**config.mk**
```make
export PLATFORM = sky130hd
export DESIGN_NAME = sensor_capture_header_tlv_strip_unit
export DESIGN_NICKNAME = d
export VERILOG_FILES = /design/src/rtl/core/scts_pkg.sv /design/src/rtl/core/sensor_capture_header_tlv_strip_unit.sv
export SDC_FILE = /design/constraint.sdc
export NUM_CORES = 1
export LEC_CHECK = 0
export ABC_CLOCK_PERIOD_IN_PS = 5800
export BUFFER_PORTS_ARGS = -buffer_cell sky130_fd_sc_hd__clkbuf_2
export CAP_MARGIN = 20
export CORE_MARGIN = 4
export CORE_UTILIZATION = 45
export DETAILED_ROUTE_END_ITERATION = 10
export PLACE_DENSITY_LB_ADDON = 0.25
export SYNTH_ARGS = -nofsm -noshare
export SYNTH_HDL_FRONTEND = slang
export SYNTH_SLANG_ARGS = --single-unit
```
**constraint.sdc**
```tcl
create_clock -name clk -period 5.8 [get_ports clk]
set_input_delay 0 -clock clk [delete_from_list [all_inputs] [get_ports clk]]
set_output_delay 0 -clock clk [all_outputs]
set_load 0.05 [all_outputs]
```
**src/rtl/core/scts_pkg.sv**
```systemverilog
// ----------------------------------------------------------------------------
// scts_pkg
// Types and constants shared by the capture header stripper and its checker.
// ----------------------------------------------------------------------------
`default_nettype none

package scts_pkg;

  // Default datagram length limit, in bytes
  localparam int unsigned MAX_DGRAM_BYTES_DEF = 4096;

  localparam int unsigned CFG_IDX_W  = 3;
  localparam int unsigned CFG_DATA_W = 16;

  // Configuration register indexes
  localparam logic [CFG_IDX_W-1:0] REG_ENCAP_TYPE    = 3'd0;
  localparam logic [CFG_IDX_W-1:0] REG_TAG_PAD       = 3'd1;
  localparam logic [CFG_IDX_W-1:0] REG_TAG_END       = 3'd2;
  localparam logic [CFG_IDX_W-1:0] REG_TAG_SIGNAL    = 3'd3;
  localparam logic [CFG_IDX_W-1:0] REG_TAG_NOISE     = 3'd4;
  localparam logic [CFG_IDX_W-1:0] REG_TAG_FCS_ERROR = 3'd5;
  localparam logic [CFG_IDX_W-1:0] REG_DROP_ALL      = 3'd6;

  // Register reset values
  localparam logic [15:0] ENCAP_TYPE_RST    = 16'd0;
  localparam logic [7:0]  TAG_PAD_RST       = 8'd0;
  localparam logic [7:0]  TAG_END_RST       = 8'd1;
  localparam logic [7:0]  TAG_SIGNAL_RST    = 8'd2;
  localparam logic [7:0]  TAG_NOISE_RST     = 8'd3;
  localparam logic [7:0]  TAG_FCS_ERROR_RST = 8'd4;

  // Header byte positions of the link type
  localparam int unsigned LINK_LO_POS = 2;
  localparam int unsigned LINK_HI_POS = 3;

  typedef enum logic [2:0] {
    PH_HEADER  = 3'd0,
    PH_TAG     = 3'd1,
    PH_LENGTH  = 3'd2,
    PH_SKIP    = 3'd3,
    PH_PAYLOAD = 3'd4,
    PH_DROP    = 3'd5
  } phase_t;

  typedef enum logic [1:0] {
    CAP_NONE   = 2'd0,
    CAP_SIGNAL = 2'd1,
    CAP_NOISE  = 2'd2
  } cap_t;

  typedef struct packed {
    logic [7:0] in_byte;
    logic       last_byte;
  } in_item_t;

  typedef struct packed {
    logic [7:0] payload_byte;
    logic       payload_last;
    logic [7:0] signal_level;
    logic [7:0] noise_level;
    logic       fcs_error;
  } out_item_t;

endpackage

`default_nettype wire

```
**src/rtl/core/sensor_capture_header_tlv_strip_unit.sv**
```systemverilog
// ----------------------------------------------------------------------------
// sensor_capture_header_tlv_strip_unit
// Strips the capture header and tag list from a datagram, passes the frame on.
// ----------------------------------------------------------------------------
// Usage:
//   Input channel (in_valid/in_stall/in_data) carries one datagram byte per
//   beat with a last-byte mark. Output channel (out_valid/out_stall/out_data)
//   carries one frame byte per beat with the signal, noise and FCS-error
//   values gathered from the tags of the same datagram.
//   Configuration writes go through cfg_valid/cfg_ready (always ready), one register
//   per beat; the user must make them while the block is idle, which it does not enforce.
//   A payload byte is registered and appears on the output in the cycle after
//   its input beat. Throughput: one byte per cycle while no stalled output beat
//   is held; the per-byte tag walker and the output register then both take a byte every cycle.
//   Header and tag bytes produce no output beat; dropped datagrams produce
//   none at all.
//   Reset clears the walker to the start of a datagram, loads the register
//   defaults and empties the output register.
//   When the receiver stalls a full output register, in_stall rises in the
//   same cycle and the held beat stays unchanged until taken.
// ----------------------------------------------------------------------------
`default_nettype none

module sensor_capture_header_tlv_strip_unit #(
  parameter int unsigned MAX_DGRAM_BYTES = scts_pkg::MAX_DGRAM_BYTES_DEF
) (
  input  wire logic                                clk,
  input  wire logic                                rst,
  input  wire logic                                in_valid,
  output      logic                                in_stall,
  input  wire scts_pkg::in_item_t                  in_data,
  output      logic                                out_valid,
  input  wire logic                                out_stall,
  output      scts_pkg::out_item_t                 out_data,
  input  wire logic                                cfg_valid,
  output      logic                                cfg_ready,
  input  wire logic [scts_pkg::CFG_IDX_W-1:0]      cfg_index,
  input  wire logic [scts_pkg::CFG_DATA_W-1:0]     cfg_data
);

  import scts_pkg::*;

  localparam int unsigned POS_W = $clog2(MAX_DGRAM_BYTES);
  localparam logic [POS_W-1:0] POS_LAST = POS_W'(MAX_DGRAM_BYTES - 1);
  localparam logic [POS_W-1:0] POS_LO   = POS_W'(LINK_LO_POS);
  localparam logic [POS_W-1:0] POS_HI   = POS_W'(LINK_HI_POS);

  // configuration registers
  logic [15:0] encap_type;
  logic [7:0]  tag_pad, tag_end, tag_signal, tag_noise, tag_fcs_error;
  logic        drop_all;

  // walker state
  phase_t           phase, phase_next;
  logic [POS_W-1:0] byte_position, byte_position_next;
  logic [7:0]       skip_remaining, skip_remaining_next;
  cap_t             capture_target, capture_target_next;
  logic [7:0]       link_low_byte, link_low_byte_next;
  logic [7:0]       held_signal, held_signal_next;
  logic [7:0]       held_noise, held_noise_next;
  logic             held_error, held_error_next;

  logic        accept, last, cut, emit;
  logic [7:0]  b;
  logic [7:0]  cap_signal, cap_noise;
  logic        is_pad, is_end, is_signal, is_noise, is_fcs;
  out_item_t   result;

  assign cfg_ready = 1'b1;

  always_ff @(posedge clk) begin
    if (rst) begin
      encap_type    <= ENCAP_TYPE_RST;
      tag_pad       <= TAG_PAD_RST;
      tag_end       <= TAG_END_RST;
      tag_signal    <= TAG_SIGNAL_RST;
      tag_noise     <= TAG_NOISE_RST;
      tag_fcs_error <= TAG_FCS_ERROR_RST;
      drop_all      <= 1'b0;
    end else if (cfg_valid && cfg_ready) begin
      unique case (cfg_index)
        REG_ENCAP_TYPE:    encap_type    <= cfg_data;
        REG_TAG_PAD:       tag_pad       <= cfg_data[7:0];
        REG_TAG_END:       tag_end       <= cfg_data[7:0];
        REG_TAG_SIGNAL:    tag_signal    <= cfg_data[7:0];
        REG_TAG_NOISE:     tag_noise     <= cfg_data[7:0];
        REG_TAG_FCS_ERROR: tag_fcs_error <= cfg_data[7:0];
        REG_DROP_ALL:      drop_all      <= cfg_data[0];
        default: ;
      endcase
    end
  end

  assign in_stall = out_valid && out_stall;
  assign accept   = in_valid && !in_stall;
  assign b        = in_data.in_byte;
  assign last     = in_data.last_byte;
  assign cut      = !last && (byte_position >= POS_LAST);

  // tag decode, pad first, then end, signal, noise, FCS error
  assign is_pad    = (b == tag_pad);
  assign is_end    = !is_pad && (b == tag_end);
  assign is_signal = !is_pad && !is_end && (b == tag_signal);
  assign is_noise  = !is_pad && !is_end && !is_signal && (b == tag_noise);
  assign is_fcs    = !is_pad && !is_end && !is_signal && !is_noise && (b == tag_fcs_error);

  // level byte lands on the beat after the length byte
  always_comb begin
    cap_signal = held_signal;
    cap_noise  = held_noise;
    if (phase != PH_LENGTH) begin
      if (capture_target == CAP_SIGNAL) cap_signal = b;
      if (capture_target == CAP_NOISE)  cap_noise  = b;
    end
  end

  // next phase
  always_comb begin
    phase_next = phase;
    if (accept) begin
      if (phase == PH_DROP) begin
        if (last) phase_next = PH_HEADER;
      end else if (drop_all) begin
        phase_next = last ? PH_HEADER : PH_DROP;
      end else begin
        unique case (phase)
          PH_HEADER: begin
            if (byte_position == POS_HI)
              phase_next = ({b, link_low_byte} == encap_type) ? PH_TAG : PH_DROP;
          end
          PH_TAG: begin
            if (is_end)       phase_next = PH_PAYLOAD;
            else if (!is_pad) phase_next = PH_LENGTH;
          end
          PH_LENGTH:  phase_next = (b != 8'd0) ? PH_SKIP : PH_TAG;
          PH_SKIP:    if (skip_remaining == 8'd1) phase_next = PH_TAG;
          PH_PAYLOAD: ;
          default:    phase_next = PH_DROP;
        endcase
        if (last)     phase_next = PH_HEADER;
        else if (cut) phase_next = PH_DROP;
      end
    end
  end

  // datapath next values and result
  always_comb begin
    byte_position_next  = byte_position;
    skip_remaining_next = skip_remaining;
    capture_target_next = capture_target;
    link_low_byte_next  = link_low_byte;
    held_signal_next    = held_signal;
    held_noise_next     = held_noise;
    held_error_next     = held_error;
    emit                = 1'b0;
    result.payload_byte = b;
    result.payload_last = last || cut;
    result.signal_level = cap_signal;
    result.noise_level  = cap_noise;
    result.fcs_error    = held_error;
    if (accept && (phase == PH_DROP || drop_all)) begin
      if (last) begin
        byte_position_next  = '0;
        skip_remaining_next = '0;
        capture_target_next = CAP_NONE;
        link_low_byte_next  = '0;
        held_signal_next    = '0;
        held_noise_next     = '0;
        held_error_next     = 1'b0;
      end
    end else if (accept) begin
      held_signal_next = cap_signal;
      held_noise_next  = cap_noise;
      if (phase != PH_LENGTH) capture_target_next = CAP_NONE;
      case (phase)
        PH_HEADER: if (byte_position == POS_LO) link_low_byte_next = b;
        PH_TAG: begin
          if (is_signal)   capture_target_next = CAP_SIGNAL;
          else if (is_noise) capture_target_next = CAP_NOISE;
          else if (is_fcs) held_error_next = 1'b1;
        end
        PH_LENGTH:  skip_remaining_next = b;
        PH_SKIP:    skip_remaining_next = skip_remaining - 8'd1;
        PH_PAYLOAD: emit = 1'b1;
        default: ;
      endcase
      if (last) begin
        byte_position_next  = '0;
        skip_remaining_next = '0;
        capture_target_next = CAP_NONE;
        link_low_byte_next  = '0;
        held_signal_next    = '0;
        held_noise_next     = '0;
        held_error_next     = 1'b0;
      end else if (!cut) begin
        byte_position_next = byte_position + 1'b1;
      end
    end
  end

  always_ff @(posedge clk) begin
    if (rst) begin
      phase          <= PH_HEADER;
      byte_position  <= '0;
      skip_remaining <= '0;
      capture_target <= CAP_NONE;
      link_low_byte  <= '0;
      held_signal    <= '0;
      held_noise     <= '0;
      held_error     <= 1'b0;
    end else begin
      phase          <= phase_next;
      byte_position  <= byte_position_next;
      skip_remaining <= skip_remaining_next;
      capture_target <= capture_target_next;
      link_low_byte  <= link_low_byte_next;
      held_signal    <= held_signal_next;
      held_noise     <= held_noise_next;
      held_error     <= held_error_next;
    end
  end

  // output register
  always_ff @(posedge clk) begin
    if (rst) begin
      out_valid <= 1'b0;
    end else if (emit) begin
      out_valid <= 1'b1;
    end else if (!out_stall) begin
      out_valid <= 1'b0;
    end
  end

  always_ff @(posedge clk) begin
    if (emit) begin
      out_data <= result;
    end
  end

endmodule

`default_nettype wire

```
# --- Word-level counts from Yosys, hierarchy flattened ---
# Cells that the tools add are included.
word_totals:
  register_bits: 134
  input_bits: 33
op_classes:
  n_mux: 59
  eq_ne: 38
  n_reduce_logical: 36
  magnitude_cmp: 1
  addsub: 2
op_table:
  columns: ["operator", "count"]
  rows:
  - ["$mux W8", 19]
  - ["$mux W12", 5]
  - ["$eq A8 B8 Y1", 5]
  - ["$mux W3", 11]
  - ["$eq A12 B2 Y1 const B", 2]
  - ["$mux W2", 9]
  - ["$eq A16 B16 Y1", 1]
  - ["$pmux W8 S2", 1]
  - ["$reduce_and A2 Y1", 8]
  - ["$eq A3 B3 Y1 const B", 5]
  - ["$ne A3 B2 Y1 const B", 5]
  - ["$pmux W3 S5", 1]
  - ["$mux W1", 13]
  - ["$add A12 B1 Y12 const B", 1]
  - ["$eq A3 B2 Y1 const B", 4]
  - ["$ge A12 B12 Y1 const B", 1]
  - ["$reduce_and A6 Y1", 2]
  - ["$logic_and A1 B1 Y1", 11]
  - ["$ne A5 B5 Y1 const B", 2]
  - ["$ne A3 B3 Y1 const B", 3]
  - ["$eq A8 B1 Y1 const B", 1]
  - ["$reduce_bool A8 Y1", 1]
  - ["$sub A8 B1 Y8 const B", 1]
  - ["$eq A3 B1 Y1 const B", 2]
  - ["13 further kinds", 22]

# --- Depth between registers and ports, before layout ---
# Gate-level depths: netlist (run 1).
depth:
  depth_word: 19
  mapped_depth: 8
  depth_no_buf: 7

# --- Worst setup path after synthesis (run 1) ---
# No wires, ideal clock.
synth_path:
  path_type: "register to register"
  start: "register out_valid"
  end: "register out_data[0] (netlist name) (enable)"
  stages_incl_launch_ff: 4
  n_path_buf: 0
  required_time_ps: 5356
  arrival_time_ps: 2749
  setup_time_ps: 444
  setup_slack_ps: 2607
  cell_sequence: "dfxtp_1 > a21boi_2 > nand2_4 > nor3_1"
synth_between:
  elab_chain_cells: 5
synth_lines:
  columns: ["item", "line_no", "rtl"]
  rows:
  - ["from (decl)", "sensor_capture_header_tlv_strip_unit.sv:32", "output logic out_valid,"]
  - ["from (signal assigned)", "sensor_capture_header_tlv_strip_unit.sv:226", "out_valid <= 1'b0;"]
  - ["from (signal assigned)", "sensor_capture_header_tlv_strip_unit.sv:228", "out_valid <= 1'b1;"]
  - ["from (signal assigned)", "sensor_capture_header_tlv_strip_unit.sv:230", "out_valid <= 1'b0;"]
  - ["$logic_and A1 B1 Y1 (*)", "sensor_capture_header_tlv_strip_unit.sv:94", "assign in_stall = out_valid && out_stall;"]
  - ["$logic_not A1 Y1 (*)", "sensor_capture_header_tlv_strip_unit.sv:95", "assign accept = in_valid && !in_stall;"]
  - ["$logic_and A1 B1 Y1 (*)", "sensor_capture_header_tlv_strip_unit.sv:95", null]
  - ["$mux W1 or $logic_and A1 B1 Y1 (tied branches)", "sensor_capture_header_tlv_strip_unit.sv:171, sensor_capture_header_tlv_strip_unit.sv:161", null]
  - ["$mux W1 (*)", "sensor_capture_header_tlv_strip_unit.sv:161", "if (accept && (phase == PH_DROP || drop_all)) begin"]
  - ["net emit", "sensor_capture_header_tlv_strip_unit.sv:63", "logic accept, last, cut, emit;"]
  - ["to (signal assigned)", "sensor_capture_header_tlv_strip_unit.sv:236", "out_data <= result;"]
  - ["to (decl)", "sensor_capture_header_tlv_strip_unit.sv:34", "output scts_pkg::out_item_t out_data,"]
# Mark *: on every way through the listed nets, which the timed path passes. The rest lies on a longest branch.
# A chain may end at the register's enable or synchronous reset.

# --- Worst setup path in the final report (run 1) ---
layout_path:
  start: "register byte_position[1]"
  end: "register byte_position[2]"
layout_between:
  elab_chain_cells: 5
layout_lines:
  columns: ["item", "line_no", "rtl"]
  rows:
  - ["from (decl)", "sensor_capture_header_tlv_strip_unit.sv:55", "logic [POS_W-1:0] byte_position, byte_position_next;"]
  - ["from (signal assigned)", "sensor_capture_header_tlv_strip_unit.sv:213", "byte_position <= byte_position_next;"]
  - ["$add A12 B1 Y12", "sensor_capture_header_tlv_strip_unit.sv:196", "byte_position_next = byte_position + 1'b1;"]
  - ["$mux W12", "sensor_capture_header_tlv_strip_unit.sv:195", "end else if (!cut) begin"]
  - ["$mux W12", "sensor_capture_header_tlv_strip_unit.sv:187", "if (last) begin"]
  - ["$mux W12", "sensor_capture_header_tlv_strip_unit.sv:171", "end else if (accept) begin"]
  - ["$mux W12", "sensor_capture_header_tlv_strip_unit.sv:161", null]
# Parallel ways exist; a longest one is shown, timed or not. The select of a mux whose other input is x is not followed.

==> impl_results.md, run 1 <==
- Leading register cell type out of synthesis: sky130_fd_sc_hd__dfxtp_1
- Half-perimeter wire length after detailed placement: 10690 um
- Biggest register: out_data
- Leading registers by flop count: out_data (26), encap_type (16), byte_position (12)
- Crit-path cells: ha_1, and2_1, nand4_2, a21oi_1, nor3b_1, xnor2_1, nor2_1
- Worst setup skew after layout: 0.006989 ns
- Classification of the worst-slack hold path: in -> reg
- Fraction of layout cells with a size suffix above 1: 15.43%
- Highest net fanout along the worst path: 13
- Total power per unit cell area: 316.7 nW/um^2
- DR WL/cell: 16.72 um
- Count of flip-flops with a built-in enable after synthesis: 26
- Synthesized cell area: 6190 sq um
- Instance count of the mapped netlist: 702
- Critical Path Slowest Stage Cell: sky130_fd_sc_hd__a21oi_1
- Leading post-synthesis cells by instance count: 150 x sky130_fd_sc_hd__nand2_1, 108 x sky130_fd_sc_hd__dfxtp_1, 74 x sky130_fd_sc_hd__a21oi_1
- Final Routed Wirelength: 16050 um
- Data arrival time of the critical path: between 2 and 3 ns
- Post-route antenna net violation count: 0
- Warning count from the yosys run: 0
- Via count of the first global-routing pass: 5010
- Number of synthesized register bits: 134
- Final GP Congestion: 0.8444
- Die area: 15700 sq um
- Largest incremental delay on the critical path: 0.88 ns
- Die Wd: 125.3 um
- Number of input and output port buffers inserted: 60
- Cell taking the most area after synthesis: sky130_fd_sc_hd__dfxtp_1
- PostCTS Resize Cnt: 0
- Initial Utilization: 46.37%
- Relative slew slack: 29.58%
- IO Pins: 62
- Remaining global-route overflow: 0
- Proportion of register bits with asynchronous set or reset after synthesis: 0%
- Height of the die: 125.3 um
- Total CTS buffers: 17
- Buffer type at the clock tree root: sky130_fd_sc_hd__clkbuf_16
- Core box area: about 13000 sq um
- Largest vdd supply drop: 179.6 uV
- Arithmetic-cell share of the synthesized area counting full adders, half adders and majority gates: 1.011%
- Max-cap viol count: 0
- Element type at the critical path start: flip-flop
- Count of different cell masters after synthesis: 54
- Post-synthesis compound-gate area fraction: 12.88%
- Part of the Yosys area used for sequential elements: 47.54%
- Setup-violating endpoint count in the final report: 0
- Largest family of logic cells by synthesized area: simple AND/OR/NAND/NOR gates
- Pin count of the biggest net entering global routing: 94
- Setup repair after global routing missed its margin: false
- TritonCTS sink count: 134
- Post-Syn Area per Cell: 8.817 sq um
- Aggregate global-route resource usage: between 20% and 30%
- Synthesized-area fraction occupied by and/or/nand/nor cells: 22.36%
- Critical path start-end classification: reg -> reg
- Flip-flop count of the largest register, all copies and words added: 26
- Drt first pass iters: 5
- Post-Syn Nets: 740
- Layout overhead on the synthesized area: 19.61%
- Total number of nets in the final design: 809
- Max Freq: 417.4 MHz
- Run status: finished clean
- Xor/xnor share of the synthesized area: approximately 9.6%
- Antenna violations before repair: 0
- Data required, critical path: 6.10 ns
- TritonCTS clock tree: done
- Max clock buf depth: 2
- Final-report max-slew violation count: 0
- Ratio of routed vias to standard cells: 5.473
- Leakage Power: 2.785 nW
- Cell count after placement: 909
- CP Capture Type: flip-flop
- Mux share of post-synthesis cell area: 3.234%
- Part of the cycle the worst path needs: roughly two fifths
- Synth top area cells: sky130_fd_sc_hd__dfxtp_1 35%, sky130_fd_sc_hd__edfxtp_1 13%, sky130_fd_sc_hd__nand2_1 9.1%
- Post-route DRC: 0
- Final-report hold violation count: 0
- Site row count: 42
- Clock slew seen by the registers of the worst setup and hold paths: 0.06 ns
- H-Tree Depth: 4
- Top-area cell type share of the netlist area: a little over a third
- Via count of the routed design: 5254
- Time the worst path needs with I/O delays and setup: around 2.4 ns
- Fill cell count: 1174
- Transition time of the tightest slew-check pin: approximately 1.1 ns
- Total Negative Setup Slacks: 0 ns
- Global-route wire length before repair: around 26000 um
- Antenna diode instance count: 0
- Number of standard cells in the final layout excluding fillers: 960
- Library cell with the highest instance count after synthesis: sky130_fd_sc_hd__nand2_1
- DR iter-0 viols: approximately 460
- Clock latency on the worst-skew pair: 0.42 ns
-- final timing paths --
kind | startpoint | end | slack [ns] | depth (start not counted)
hold reg to reg | held_error$_SDFFE_PP0P_ | out_data[0]$_DFFE_PP_ | 0.46 | 0
setup / recovery | byte_position[1]$_SDFFE_PP0P_ | byte_position[2]$_SDFFE_PP0P_ | 3.40 | 7
hold / removal | in_data[0] | phase[0]$_SDFFE_PP0P_ | 0.07 | 3
setup reg to reg | byte_position[1]$_SDFFE_PP0P_ | byte_position[2]$_SDFFE_PP0P_ | 3.40 | 7
-- routing by layer --
| layer | up-vias | track usage (%) | part of all wire (%) |
|---|---|---|---|
| met4 | 0 | 7.653 | 1.8 |
| met3 | 28 | 4.989 | 6.1 |
| met5 | - | 0 | 0 |
| li1 | 2572 | - | - |
| met1 | 2483 | 27.62 | 44 |
| met2 | 171 | 33.34 | 48 |
-- area by class of cell --
class                   instances  area (sq um)  area share, %
inverters                       9         33.78         0.4563
clock inverters                12         176.4          2.383
multi-input cells             525          3048          41.17
repair buffers                 84         535.5          7.233
flip-flops and latches        134          2943          39.75
clock buffers                  20         446.7          6.033
well taps                     176         220.2          2.974
-- kinds of logic after synthesis --
kind of cell	Yosys count
buffers and inverters	43
adder cells (fa/ha/maj)	5
AND/OR/NAND/NOR	299
AO/OA/AOI/OAI	134
flip-flops	134
XOR/XNOR	68
multiplexers	18
other	1
-- repair_timing --
item | in CTS | in global routing
hold endpoints to repair | 58 | 0
buffers inserted | 0 | 0
hold buffers | 19 | 0
-- critical path, delay by kind of cell (launching register included) --
family,cells,cell delay [ns]
compound gates,1,0.88
xor+xnor,1,0.19
fa+ha+maj,1,0.25
flops,1,0.39
simple gates,4,0.55
-- cells in the final DEF (no fill, tap or decap), drive strengths merged, types with 2 or more instances in the layout --
master | synthesis | layout
ha | 5 | 5
inv | 8 | 9
a21boi | 2 | 2
a21oi | 74 | 74
clkinvlp | 0 | 2
nor2 | 57 | 57
mux2 | 16 | 16
nand2b | 6 | 6
a22oi | 20 | 20
nand2 | 151 | 151
a2111oi | 2 | 2
bufinv | 0 | 4
or3 | 2 | 2
nand4 | 9 | 9
nor3 | 8 | 8
nor4b | 4 | 4
o21ai | 18 | 18
nand3 | 24 | 24
a311oi | 3 | 3
or4 | 2 | 2
xor2 | 33 | 33
a211oi | 3 | 3
xnor2 | 35 | 35
buf | 14 | 5
nor3b | 5 | 5
dfxtp | 108 | 108
and4 | 2 | 2
o21a | 3 | 3
and2 | 3 | 3
nor4 | 18 | 18
clkbuf | 20 | 80
mux2i | 2 | 2
edfxtp | 26 | 26
clkinv | 1 | 6
dlygate4sd3 | 0 | 19
nor2b | 4 | 4
o31ai | 2 | 2
-- through the flow --
step	worst slack, ns	hold slack, ns	instance area (sq um)	total power [mW]	util [%]
3_5_place_dp	3.497	0.2315	6590	1.213	49.37
4_1_cts	3.435	0.04778	7403	2.359	55.46
3_3_place_gp	3.487	0.2231	6568	1.207	49.20
5_1_grt	3.208	0.08155	7403	2.421	55.46
6_report	3.404	0.06979	7403	2.344	55.46
2_1_floorplan	2.607	0.09887	6190	1.151	-
-- power breakdown --
group | internal [mW] | switching, mW | leakage (nW)
sequential | 0.973 | 0.0176 | 1.09
combinational | 0.0678 | 0.147 | 1.40
clock | 0.730 | 0.409 | 0.300
Note: power is estimated with default switching activity, not from simulation.
==> run 2: changes to the inputs <==
--- a/config.mk
+++ b/config.mk
@@ -5,7 +5,8 @@
 export SDC_FILE = /design/constraint.sdc
 export NUM_CORES = 1
 export LEC_CHECK = 0
-export ABC_CLOCK_PERIOD_IN_PS = 5800
+export ABC_AREA = 1
+export ABC_CLOCK_PERIOD_IN_PS = 2200
 export BUFFER_PORTS_ARGS = -buffer_cell sky130_fd_sc_hd__clkbuf_2
 export CAP_MARGIN = 20
 export CORE_MARGIN = 4
==> constraint.sdc (replaced) <==
create_clock -name clk -period 2.2 [get_ports clk]
set_input_delay 0 -clock clk [delete_from_list [all_inputs] [get_ports clk]]
set_output_delay 0 -clock clk [all_outputs]
set_load 0.05 [all_outputs]
==> run 2 against run 1 <==
Effect of this change:
- combinational power rose to 4.2 times the previous value
- sequential power rose to 2.7 times the previous value
- sequential cell count did not move
- utilization rose by 0.91 points
- largest cell class unchanged
- critical path depth rose by 1
- power rose to 2.8 times the previous value
- routed wire length rose by 7.6%
- first-iteration DRC count fell by 17%
- maximum frequency rose by 33%
==> impl_results.md, run 2 <==
- Run status: finished clean
- Leading post-synthesis cells by instance count: 219 x sky130_fd_sc_hd__nand2_1, 153 x sky130_fd_sc_hd__nor2_1, 108 x sky130_fd_sc_hd__dfxtp_1
- Leading cell types in the layout, fill and taps excluded: 219 x sky130_fd_sc_hd__nand2_1, 153 x sky130_fd_sc_hd__nor2_1, 108 x sky130_fd_sc_hd__dfxtp_1, 88 x sky130_fd_sc_hd__inv_1, 86 x sky130_fd_sc_hd__o21ai_0
- Site row count: 43 (+2.4%)
- Die Wd: 127.6 um (+1.9%)
- TritonCTS clock tree: done
- Worst slack after detailed placement: 0.4468 ns (-3.050 ns)
- Leakage Power: 3.385 nW (+22%)
- Post-Syn Area per Cell: 7.149 sq um (-19%)
- Core box area: 13930 sq um (+4.4%)
- Antenna diode instance count: 0 (unchanged)
- Total CTS buffers: 17 (unchanged)
- Post-route worst hold slack: 0.02480 ns (-0.04499 ns)
- End of the worst register-to-register path: held_noise[3]$_SDFFE_PP0P_
- Worst setup skew after layout: 0.006246 ns (-0.0007433 ns)
- Total number of nets in the final design: 1034 (+28%)
- Ratio of routed vias to standard cells: 5.008 (-8.5%)
- Data required, critical path: 2.56 ns (-3.54 ns)
- Largest incremental delay on the critical path: 0.47 ns (-0.41 ns)
- Cell taking the most area after synthesis: sky130_fd_sc_hd__dfxtp_1
- CP Capture Type: flip-flop
- Element type at the critical path start: flip-flop
- Final-report max-slew violation count: 0 (unchanged)
- Final GP Congestion: 0.9081 (+7.5%)
- Initial Utilization: 46.22% (-0.15 points)
- Worst Setup Slack, final: 0.4037 ns (-3.000 ns)
- H-Tree Depth: 4 (unchanged)
- Setup repair after global routing missed its margin: false
- Post-CTS repair timing setup buffer count: 0 (unchanged)
- Clock slew seen by the registers of the worst setup and hold paths: 0.06 ns (about the same)
- Hold Crit Depth: 6 (+3)
- IO Pins: 62 (unchanged)
- Clock latency on the worst-skew pair: 0.43 ns (about the same)
- Synth top area cells: sky130_fd_sc_hd__dfxtp_1 34%, sky130_fd_sc_hd__nand2_1 13%, sky130_fd_sc_hd__edfxtp_1 12%
- Pin count of the biggest net entering global routing: 74 (-21%)
- Max-cap viol count: 0 (unchanged)
- Setup slack on the worst flop-to-flop path: 0.40 ns (-3.00 ns)
- Final Routed Wirelength: 17270 um (+7.6%)
- Library cell with the highest instance count after synthesis: sky130_fd_sc_hd__nand2_1
- Fraction of layout cells with a size suffix above 1: 12.69% (-2.7 points)
- Transition time of the tightest slew-check pin: 0.6718 ns (-0.3845 ns)
- Total power per unit cell area: 832.3 nW/um^2 (+160%)
- Die area: 16290 sq um (+3.8%)
- Warning count from the yosys run: 0 (unchanged)
- Time the worst path needs with I/O delays and setup: 1.796 ns (-0.5995 ns)
- Buffer type at the clock tree root: sky130_fd_sc_hd__clkbuf_16
- Critical Path Most Common Cell: sky130_fd_sc_hd__nand2_1
- DR WL/cell: 14.52 um (-13%)
- Height of the die: 127.6 um (+1.9%)
- Data arrival time of the critical path: 2.15 ns (-0.54 ns)
- Critical path start-end classification: reg -> reg
- Part of the Yosys area used for sequential elements: 45.69% (-1.9 points)
- Number of synthesized register bits: 134 (unchanged)
- Post-route DRC: 0 (unchanged)
- Proportion of register bits with asynchronous set or reset after synthesis: 0% (unchanged)
- Top-area cell type share of the netlist area: 33.57% (-1.4 points)
- Global-route wire length before repair: 27740 um (+6.2%)
- Instance count of the mapped netlist: 901 (+28%)
- Cells on worst reg2reg path: 8 (+1)
- Synthesized cell area: 6441 sq um (+4.1%)
- PostCTS Resize Cnt: 0 (unchanged)
- Drt first pass iters: 5 (unchanged)
- Post-Syn Nets: 939 (+27%)
- Beginning of the worst register-to-register path: phase[2]$_SDFFE_PP0P_
- Flip-flop count of the largest register, all copies and words added: 26 (unchanged)
- Post-route antenna net violation count: 0 (unchanged)
- Crit-path cells: inv_1, nand2_1, nor2_1, inv_1, nand2_1, o21ai_0, nand2_1, a21oi_1
- Half-perimeter wire length after detailed placement: 11730 um (+9.7%)
- Setup-violating endpoint count in the final report: 0 (unchanged)
- Aggregate global-route resource usage: 21.92% (+1.1 points)
- Number of input and output port buffers inserted: 60 (unchanged)
- DR iter-0 viols: 381 (-17%)
- Antenna violations before repair: 0 (unchanged)
- Via count of the first global-routing pass: 5516 (+10%)
- Launch point of the worst hold path: cfg_index[0]
- Max clock buf depth: 2 (unchanged)
- Leading register cell type out of synthesis: sky130_fd_sc_hd__dfxtp_1
- Biggest register: out_data
- Relative slew slack: 55.21% (+26 points)
- Via count of the routed design: 5954 (+13%)
- Part of the cycle the worst path needs: 81.65% (+40 points)
- Largest vdd supply drop: 568.5 uV (+220%)
- Leading registers by flop count: out_data (26), encap_type (16), byte_position (12)
- TritonCTS sink count: 134 (unchanged)
- Remaining global-route overflow: 0 (unchanged)
- Count of flip-flops with a built-in enable after synthesis: 26 (unchanged)
- Classification of the worst-slack hold path: in -> reg
- Layout overhead on the synthesized area: 21.97%
- Destination of the worst hold path: tag_end[0]$_SDFFE_PP1P_
- Highest net fanout along the worst path: 16 (+3)
- Total Negative Setup Slacks: 0 ns (unchanged)
- Max Freq: 556.7 MHz (+33%)
- Count of different cell masters after synthesis: 42 (-22%)
- Most common cell after layout, fill and taps aside: sky130_fd_sc_hd__nand2_1
- Final-report hold violation count: 0 (unchanged)
- Critical Path Slowest Stage Cell: sky130_fd_sc_hd__dfxtp_1
- Number of buffers inserted by hold repair at cts: 26 (+7)
run 2: per-stage QoR:
stage / instance area, sq um / std cells / util (%) / power, mW
5_1_grt: 7856 / 1189 / 56.38 / 6.791
3_3_place_gp: 6984 / 1131 / 50.12 / 3.589
2_1_floorplan: 6441 / 901 / - / 3.343
3_5_place_dp: 6984 / 1131 / 50.12 / 3.596
6_report: 7856 / 1189 / 56.38 / 6.539
4_1_cts: 7856 / 1189 / 56.38 / 6.565
run 2: how the worst max path moves through the flow:
| stage | startpoint | endpoint | slack, ns | cells after the start |
|---|---|---|---|---|
| after floorplan | out_valid$_SDFFE_PP0P_ | skip_remaining[5]$_SDFFE_PP0P_ | 0.36 | 9 |
| after CTS | phase[2]$_SDFFE_PP0P_ | held_noise[3]$_SDFFE_PP0P_ | 0.42 | 8 |
| after global placement | byte_position[0]$_SDFFE_PP0P_ | byte_position[11]$_SDFFE_PP0P_ | 0.52 | 12 |
| after detailed placement | phase[2]$_SDFFE_PP0P_ | held_noise[3]$_SDFFE_PP0P_ | 0.45 | 8 |
| after global routing | phase[2]$_SDFFE_PP0P_ | held_noise[7]$_SDFFE_PP0P_ | 0.18 | 8 |
| final | phase[2]$_SDFFE_PP0P_ | held_noise[3]$_SDFFE_PP0P_ | 0.40 | 8 |
run 2: final cells by class:
type                            count  area (sq um)
Multi-Input combinational cell    642          3005
Inverter                           94         352.8
Tap cell                          180         225.2
Clock buffer                       17         425.4
Sequential cell                   134          2943
Fill cell                        1327          6078
Clock inverter                     15         186.4
Timing Repair Buffer              107         718.2
run 2: where the power goes:
part	leakage [nW]	switching [mW]	internal [mW]
combinational	1.98	0.605	0.292
clock	0.290	1.07	1.88
sequential	1.12	0.0796	2.61
run 2: logic make-up (layout without fill, tap and decap cells):
family                   after synthesis  count (layout)  share of synthesized area [%]
AO/OA/AOI/OAI                        178             178                          14.43
adder cells (fa/ha/maj)                5               5                         0.9713
flip-flops                           134             134                          45.69
buffers and inverters                125             233                          7.653
XOR/XNOR                              27              27                          3.671
AND/OR/NAND/NOR                      431             431                          27.53
other                                  1               1                        0.05822
run 2: worst max-delay path: cells and delay by family (launching register included):
kind / cells / cell delay (ns)
buffers and inverters: 2 / 0.26
AND/OR/NAND/NOR: 4 / 0.51
flip-flops: 1 / 0.47
AO/OA/AOI/OAI: 2 / 0.47
run 2: per-layer routing:
layer	part of all wire [%]	vias up	wire (um)	GRT usage, %
li1	-	3082	-	-
met1	46	2670	7866	28.67
met2	47	174	8048	35.65
met3	5.8	28	1007	4.557
met4	2.0	0	342	8.552
met5	0	-	0	0
==> run 3: changes to the inputs <==
--- a/config.mk
+++ b/config.mk
@@ -6,7 +6,7 @@
 export NUM_CORES = 1
 export LEC_CHECK = 0
 export ABC_AREA = 1
-export ABC_CLOCK_PERIOD_IN_PS = 2200
+export ABC_CLOCK_PERIOD_IN_PS = 1600
 export BUFFER_PORTS_ARGS = -buffer_cell sky130_fd_sc_hd__clkbuf_2
 export CAP_MARGIN = 20
 export CORE_MARGIN = 4
==> constraint.sdc (replaced) <==
create_clock -name clk -period 1.6 [get_ports clk]
set_input_delay 0 -clock clk [delete_from_list [all_inputs] [get_ports clk]]
set_output_delay 0 -clock clk [all_outputs]
set_load 0.05 [all_outputs]
==> run 3 against run 2 <==
Effect of this change:
- register-to-register slack got worse by 0.38 ns
- final cell count is 3.5% higher
- final area rose by 7.7%
- combinational power up 58%
- largest cell class unchanged
- largest power group unchanged
==> impl_results.md, run 3 (synthesized netlist as in run 2, its figures left out) <==
- Leading registers by flop count: out_data (26), encap_type (16), byte_position (12)
- Buffer type at the clock tree root: sky130_fd_sc_hd__clkbuf_16
- Critical path start-end classification: reg -> reg
- Final Routed Wirelength: 18130 um (+5.0%)
- Height of the die: 127.6 um (unchanged)
- Total CTS buffers: 17 (unchanged)
- Die area: 16290 sq um (unchanged)
- Biggest register: out_data
- Global-route wire length before repair: 28630 um (+3.2%)
- DR WL/cell: 14.73 um (+1.4%)
- Largest vdd supply drop: 1013 uV (+78%)
- Die Wd: 127.6 um (unchanged)
- Final GP Congestion: 0.8881 (-2.2%)
- Beginning of the worst register-to-register path: byte_position[0]$_SDFFE_PP0P_
- Flip-flop count of the largest register, all copies and words added: 26 (unchanged)
- Initial Utilization: 46.22% (unchanged)
- Highest net fanout along the worst path: 5 (-11)
- Antenna violations before repair: 0 (unchanged)
- Leakage Power: 3.668 nW (+8.4%)
- Max-cap viol count: 0 (unchanged)
- Setup repair after global routing missed its margin: true
- Half-perimeter wire length after detailed placement: 12020 um (+2.5%)
- Max Freq: 635.3 MHz (+14%)
- Setup-violating endpoint count in the final report: 0 (unchanged)
- Critical Path Slowest Stage Cell: sky130_fd_sc_hd__dfxtp_2
- Clock slew seen by the registers of the worst setup and hold paths: 0.06 ns (about the same)
- Part of the cycle the worst path needs: 98.38% (+17 points)
- Largest incremental delay on the critical path: 0.36 ns (-0.11 ns)
- Launch point of the worst hold path: rst
- Post-route cell area: 8461 sq um (+7.7%)
- Classification of the worst-slack hold path: in -> reg
- Total number of nets in the final design: 1076 (+4.1%)
- Element type at the critical path start: flip-flop
- Final-report max-slew violation count: 0 (unchanged)
- Worst slack after detailed placement: -0.05634 ns (-0.5031 ns)
- Aggregate global-route resource usage: 22.46% (+0.55 points)
- Cells on worst reg2reg path: 11 (+3)
- Critical Path Most Common Cell: sky130_fd_sc_hd__nor2_4
- Core box area: 13930 sq um (unchanged)
- Layout overhead on the synthesized area: 31.35%
- Worst Setup Slack, final: 0.02595 ns (-0.3777 ns)
- Data required, critical path: 1.97 ns (-0.59 ns)
- Hold Crit Depth: 5 (-1)
- Post-route antenna net violation count: 0 (unchanged)
- Dpl cell area: 7292 sq um (+4.4%)
- Total power per unit cell area: 1120 nW/um^2 (+35%)
- Total power after layout: 9.472 mW (+45%)
- Time the worst path needs with I/O delays and setup: 1.574 ns (-0.2223 ns)
- Max clock buf depth: 2 (unchanged)
- Remaining global-route overflow: 0 (unchanged)
- Via count of the first global-routing pass: 5885 (+6.7%)
- Clock latency on the worst-skew pair: 0.43 ns (about the same)
- Crit-path cells: ha_4, nand3_2, nor2_4, nand2_4, nor2_4, nor2_4, buf_2, buf_4, nand2_1, nand2_1, a21oi_2
- IO Pins: 62 (unchanged)
- Via count of the routed design: 6268 (+5.3%)
- Number of input and output port buffers inserted: 60 (unchanged)
- TritonCTS sink count: 134 (unchanged)
- Most common cell after layout, fill and taps aside: sky130_fd_sc_hd__nand2_1
- Final-report hold violation count: 0 (unchanged)
- Setup slack on the worst flop-to-flop path: 0.03 ns (-0.38 ns)
- TritonCTS clock tree: done
- Post-route DRC: 0 (unchanged)
- Fraction of layout cells with a size suffix above 1: 21.03% (+8.3 points)
- H-Tree Depth: 4 (unchanged)
- End of the worst register-to-register path: byte_position[3]$_SDFFE_PP0P_
- Worst setup skew after layout: 0.004631 ns (-0.001615 ns)
- Antenna diode instance count: 0 (unchanged)
- Drt first pass iters: 7 (+2)
- Site row count: 43 (unchanged)
- Post-route worst hold slack: 0.02320 ns (-0.001603 ns)
- Ratio of routed vias to standard cells: 5.092 (+1.7%)
- Run status: finished clean
- Leading cell types in the layout, fill and taps excluded: 213 x sky130_fd_sc_hd__nand2_1, 144 x sky130_fd_sc_hd__nor2_1, 98 x sky130_fd_sc_hd__dfxtp_1, 82 x sky130_fd_sc_hd__inv_1, 75 x sky130_fd_sc_hd__o21ai_0
- DR iter-0 viols: 421 (+10%)
- Destination of the worst hold path: byte_position[3]$_SDFFE_PP0P_
- Data arrival time of the critical path: 1.94 ns (-0.21 ns)
- Pin count of the biggest net entering global routing: 74 (unchanged)
- CP Capture Type: flip-flop
run 3: cell count changes in the layout (fill, tap and decap cells not counted), moves of 9 or more:
cell	previous run	this run
sky130_fd_sc_hd__buf_4	21	56
sky130_fd_sc_hd__dfxtp_1	108	98
sky130_fd_sc_hd__dfxtp_2	0	9
sky130_fd_sc_hd__nor2_1	153	144
sky130_fd_sc_hd__o21ai_0	86	75
sky130_fd_sc_hd__o21ai_1	3	12
run 3: final cells by class:
| cell class | instances | area, sq um |
|---|---|---|
| clock buffers | 19 | 452.9 |
| clock inverters | 13 | 201.4 |
| fillers | 1205 | 5474 |
| inverters | 94 | 364.1 |
| multi-input cells | 642 | 3167 |
| flip-flops and latches | 134 | 2958 |
| well taps | 180 | 225.2 |
| repair buffers | 149 | 1092 |
run 3: metal layers:
| layer | up-vias | track usage [%] | part of all wire, % |
|---|---|---|---|
| li1 | 3170 | - | - |
| met1 | 2854 | 27.96 | 44 |
| met2 | 187 | 36.73 | 47 |
| met3 | 57 | 5.017 | 5.7 |
| met4 | 0 | 11.24 | 3.6 |
| met5 | - | 0 | 0 |
run 3: worst max-delay path by stage:
stage | startpoint | slack [ns] | end | depth (start not counted)
6_report | byte_position[0]$_SDFFE_PP0P_ | 0.03 | byte_position[3]$_SDFFE_PP0P_ | 11
5_1_grt | byte_position[8]$_SDFFE_PP0P_ | -0.09 | phase[2]$_SDFFE_PP0P_ | 12
4_1_cts | byte_position[0]$_SDFFE_PP0P_ | 0.0006 | byte_position[10]$_SDFFE_PP0P_ | 10
3_5_place_dp | phase[2]$_SDFFE_PP0P_ | -0.06 | held_signal[2]$_SDFFE_PP0P_ | 9
3_3_place_gp | phase[2]$_SDFFE_PP0P_ | 0.02 | out_data[18]$_DFFE_PP_ | 5
2_1_floorplan | byte_position[0]$_SDFFE_PP0P_ | 0.04 | byte_position[11]$_SDFFE_PP0P_ | 12
run 3: where the power goes:
part | internal, mW | total, mW | switching [mW]
registers | 3.60 | 3.70 | 0.105
logic | 0.521 | 1.42 | 0.900
clock network | 2.84 | 4.35 | 1.51
total | 6.96 | 9.47 | 2.52
run 3: per-stage QoR:
| step | std cells | TNS (ns) | util (%) |
|---|---|---|---|
| floorplan | 901 | 0 | - |
| global placement | 1164 | 0 | 52.33 |
| detailed placement | 1164 | -0.3332 | 52.33 |
| CTS | 1221 | 0 | 58.85 |
| global route | 1231 | -0.7714 | 60.72 |
| finish | 1231 | 0 | 60.72 |
run 3: what timing repair did:
action | 4_1_cts | 5_1_grt
setup buffers | 0 | 10
gates resized for setup | 2 | 69
cloned | 0 | 0
hold buffers | 25 | 0
pin swaps | 0 | 6
setup endpoints to repair | 32 | 71
endpoints found under the hold margin | 49 | 0
run 3: critical path: cells and delay by family, from the launching register on:
family	cells	cell delay, ns
simple gates	7	0.62
fa+ha+maj	1	0.15
flops	1	0.36
compound gates	1	0.11
buf+inv	2	0.27
